<file path="src/design/lisl_pkg.sv">
// ----------------------------------------------------------------------------
// lisl_pkg: shared types for the longest increasing subsequence length block
// controller states, command and status bundles, sign flip constant
// ----------------------------------------------------------------------------
package lisl_pkg;

  // flipping the sign bit makes an unsigned compare follow the signed order
  localparam logic [31:0] KEY_FLIP = 32'h8000_0000;

  typedef enum logic [3:0] {
    S_IDLE  = 4'b0001,
    S_READ  = 4'b0010,
    S_CMP   = 4'b0100,
    S_WRITE = 4'b1000
  } state_t;

  // controller to datapath
  typedef struct packed {
    logic load;    // capture a new request and start the search
    logic read;    // read the tail at the midpoint
    logic cmp;     // narrow the search window
    logic write;   // update the tails store, emit the result on last
  } cmd_t;

  // datapath to controller
  typedef struct packed {
    logic search_done;   // window is empty, lo marks the slot
    logic last;          // request carries the last mark
    logic out_blocked;   // previous result still held by a stalled receiver
  } status_t;

endpackage

</file>
<file path="src/design/lisl_ctrl.sv">
// ----------------------------------------------------------------------------
// lisl_ctrl: sequencer for the tails search
// steps load, midpoint read, compare and store update for each request
// ----------------------------------------------------------------------------
module lisl_ctrl (
  input  logic             clk,
  input  logic             rst,
  input  logic             in_valid,
  output logic             in_stall,
  input  lisl_pkg::status_t status,
  output lisl_pkg::cmd_t    cmd
);
  import lisl_pkg::*;

  state_t state;
  state_t state_next;

  always_ff @(posedge clk) begin
    if (rst) begin
      state <= S_IDLE;
    end else begin
      state <= state_next;
    end
  end

  always_comb begin
    state_next = state;
    cmd        = '0;
    unique case (state)
      S_IDLE: begin
        if (in_valid) begin
          cmd.load   = 1'b1;
          state_next = S_READ;
        end
      end
      S_READ: begin
        if (status.search_done) begin
          state_next = S_WRITE;
        end else begin
          cmd.read   = 1'b1;
          state_next = S_CMP;
        end
      end
      S_CMP: begin
        cmd.cmp    = 1'b1;
        state_next = S_READ;
      end
      S_WRITE: begin
        // hold a last request while the result slot is occupied and stalled
        if (!(status.last && status.out_blocked)) begin
          cmd.write  = 1'b1;
          state_next = S_IDLE;
        end
      end
      default: begin
        state_next = S_IDLE;
      end
    endcase
  end

  assign in_stall = (state != S_IDLE);

  a_cmd_onehot: assert property (@(posedge clk) disable iff (rst)
    $onehot0({cmd.load, cmd.read, cmd.cmp, cmd.write}))
    else $error("more than one datapath command at once");

  a_cmp_after_read: assert property (@(posedge clk) disable iff (rst)
    cmd.read |=> cmd.cmp)
    else $error("compare did not follow a tail read");

endmodule

</file>
<file path="config.mk">
export PLATFORM = sky130hd
export DESIGN_NAME = lisl_ctrl
export DESIGN_NICKNAME = d
export VERILOG_FILES = /design/src/design/lisl_pkg.sv /design/src/design/lisl_ctrl.sv
export SDC_FILE = /design/constraint.sdc
export NUM_CORES = 1
export LEC_CHECK = 0
export ABC_AREA = 1
export BUFFER_PORTS_ARGS = -buffer_cell sky130_fd_sc_hd__buf_2
export CAP_MARGIN = 20
export CORE_AREA = 3 3 40 42
export DETAILED_ROUTE_END_ITERATION = 10
export DIE_AREA = 0 0 43 45
export SLEW_MARGIN = 20
export SYNTH_ARGS = -nofsm -noshare
export SYNTH_HDL_FRONTEND = slang
export SYNTH_SLANG_ARGS = --single-unit
</file>
<file path="constraint.sdc">
create_clock -name clk -period 1 [get_ports clk]
set_input_delay 0.1 -clock clk [delete_from_list [all_inputs] [get_ports clk]]
set_output_delay 0.1 -clock clk [all_outputs]
set_load 0.01 [all_outputs]
</file>
==> impl_metrics.tcl <==
set metrics [dict create \
    grt_antenna_before_repair 0 \
    setup_viol 7 \
    ant_nets 0 \
    start_kind "flip-flop" \
    via_count 279 \
    path_max_fanout 4 \
    p_leak_nw 0.218 \
    io_pins 11 \
    seq_area_um2 87.6 \
    max_freq_mhz 870 \
    violations "negative setup slack" \
    ys_ff_latch 4 \
    syn_area_per_cell_um2 6.43 \
    finalCritPeriodShare 1.15 \
    synth-adder-area-share 0 \
    largest_reg_flops 4 \
    dp.cells 62 \
    worst_slew_pin_slew_ns 0.157 \
    path_class "flip-flop to output port" \
    cts.path.max_buffers 2 \
    gp_congestion 0.763 \
    clkSinkCount 4 \
    maxCapViolations 0 \
    grt_pass1_vias 276 \
    dpl_worst_slack_ns 0.0339 \
    end_kind "output port" \
    synth-simple-area-share 0.503 \
    synth_top_family_by_area "simple AND/OR/NAND/NOR gates" \
    numCtsBuffers 3 \
    dieArea_mm2 0.00194 \
    vdd_drop_max_mv 0.537 \
    syn_area_um2 231 \
    cts_tree "built" \
    initial_core_util 0.180 \
    crit_required_ns 0.90 \
    globalRoute.totalOverflow 0 \
    synth_xor_area_frac 0 \
    largest-register "state" \
    cts.hold.buffers_added 0 \
    portBuffers 10 \
    fp.coreArea_mm2 0.00128 \
    yosysSeqAreaShare 0.346 \
    worst_slack_ns -0.149 \
    syn_to_final_growth_pct 73.5 \
    synth_compound_area_frac 0.0216 \
    finalNetCount 63 \
    die_x_um 43 \
    slew_headroom 0.895 \
    num_rows 13 \
    outcome "complete, but fails checks" \
    grt_max_degree 5 \
    wl_um 655 \
    die_h_um 45 \
    drt-pass1-iter-count 4 \
    reg_top3 "state: 4 flops" \
    cellPowerDensity_mw_per_mm2 1700 \
    yosysWarnings 0 \
    routedWlPerCell_um 9.36 \
    crit_arrival_ns 1.05 \
    postSynthCellCount 36 \
    syn_nets 42 \
    hold_class "primary input to flip-flop" \
    synth_mux_area_frac 0 \
    instances_no_fill 70 \
    htree_levels 1 \
    root_buffer "clkbuf_4" \
    nFillCells 135 \
    rsz0062_at_grt "true" \
    multi_input_area_um2 144 \
    drc 0 \
    grtUsageTotal 0.0757 \
    drv_slew 0 \
    synthDistinctLibCells 12 \
    grt_pass1_wl_mm 1.02 \
    hold_viol 0 \
    insertedDiodeCount 0 \
    clock_skew_ns 0.00230 \
    first_iter_violations 4 \
    dp_hpwl_um 449 \
    via_per_inst 3.99 \
    period_needed_ns 1.15 \
    path_clk_slew_ns 0.04 \
    worstSkewPairLatency_ns 0.23 \
    drive_gt1_frac 0.636 \
]
-- stage by stage --
stage | cell area (µm²) | setup TNS [ns] | hold WS (ns) | total power (W) | utilization
5_1_grt | 402 | -1.35 | 0.0549 | 0.000744 | 0.313
6_report | 402 | -0.828 | 0.0546 | 0.000682 | 0.313
4_1_cts | 375 | -0.554 | 0.0545 | 0.000667 | 0.292
3_5_place_dp | 308 | 0 | 0.308 | 0.000399 | 0.240
2_1_floorplan | 231 | 0 | 0.169 | 0.000329 | -
3_3_place_gp | 308 | 0 | 0.306 | 0.000393 | 0.240
-- cell type report --
| cell class | instances | area share |
|---|---|---|
| multi-input combinational | 24 | 0.358 |
| timing repair buffer | 16 | 0.246 |
| sequential | 4 | 0.218 |
| inverter | 8 | 0.0748 |
| clock buffer | 3 | 0.0561 |
| tap | 15 | 0.0467 |
-- Yosys cell counts --
library cell  number  area (µm²)
nand2_1            6        22.5
inv_2              1        3.75
a21oi_1            1        5.00
nand2_2            1        6.26
nor2_2             2        12.5
nor2_1             6        22.5
nor3_2             1        10.0
nand4_1            1        6.26
dfxtp_1            4        80.1
nand3_1            5        25.0
nor2_4             1        11.3
inv_1              7        26.3
-- power breakdown --
group	switching [W]	internal, W	total, W
Sequential	0.0000247	0.000184	0.000208
Clock	0.0000592	0.000134	0.000193
Combinational	0.000130	0.000150	0.000281
-- repair_timing --
action	4_1_cts	5_1_grt
pin swaps	2	2
buffers inserted	3	2
gates cloned	0	0
setup endpoints to repair	5	7
resized for setup	8	6
-- critical path, stage by stage, from the launching register on --
cell and delay, ns:
dfxtp_4 0.36, nor2_4 0.16, nand2_2 0.08, nor2_1 0.09, buf_2 0.13
-- per-layer routing --
metal / GRT usage / vias to the layer above / part of all wire
met3: 0.0279 / 0 / 0.11
met5: 0 / - / 0
li1: - / 150 / -
met2: 0.111 / 11 / 0.49
met1: 0.0769 / 118 / 0.40
met4: 0.0904 / 0 / 0
-- path summary, 6_finish.rpt --
kind | start | endpoint | slack [ns] | cells after the start
setup / recovery | state[2]$_SDFFE_PP0P_ | cmd[3] | -0.15 | 4
hold / removal | status[2] | state[2]$_SDFFE_PP0P_ | 0.05 | 2
setup reg to reg | state[2]$_SDFFE_PP0P_ | state[1]$_SDFFE_PP0P_ | -0.13 | 7
hold reg to reg | state[0]$_SDFFE_PP1P_ | state[3]$_SDFFE_PP0P_ | 0.56 | 3
-- placed cells by master (no fill, tap or decap) --
master    count
buf_2        10
inv_1         5
nand2_1       5
buf_4         5
nor2_1        4
nand3_1       4
inv_2         3
nor2_4        3
clkbuf_4      3
dfxtp_2       3
nor2_2        2
nand2_2       2
nand3_2       1
nor3_2        1
a21oi_1       1
nand4_1       1
buf_6         1
dfxtp_4       1
-- logic make-up after synthesis --
logic type	Yosys count
DFF	4
AOI/OAI and AO/OA	1
and+or+nand+nor	23
buffers and inverters	8
Power figures use the tool's default switching activity.
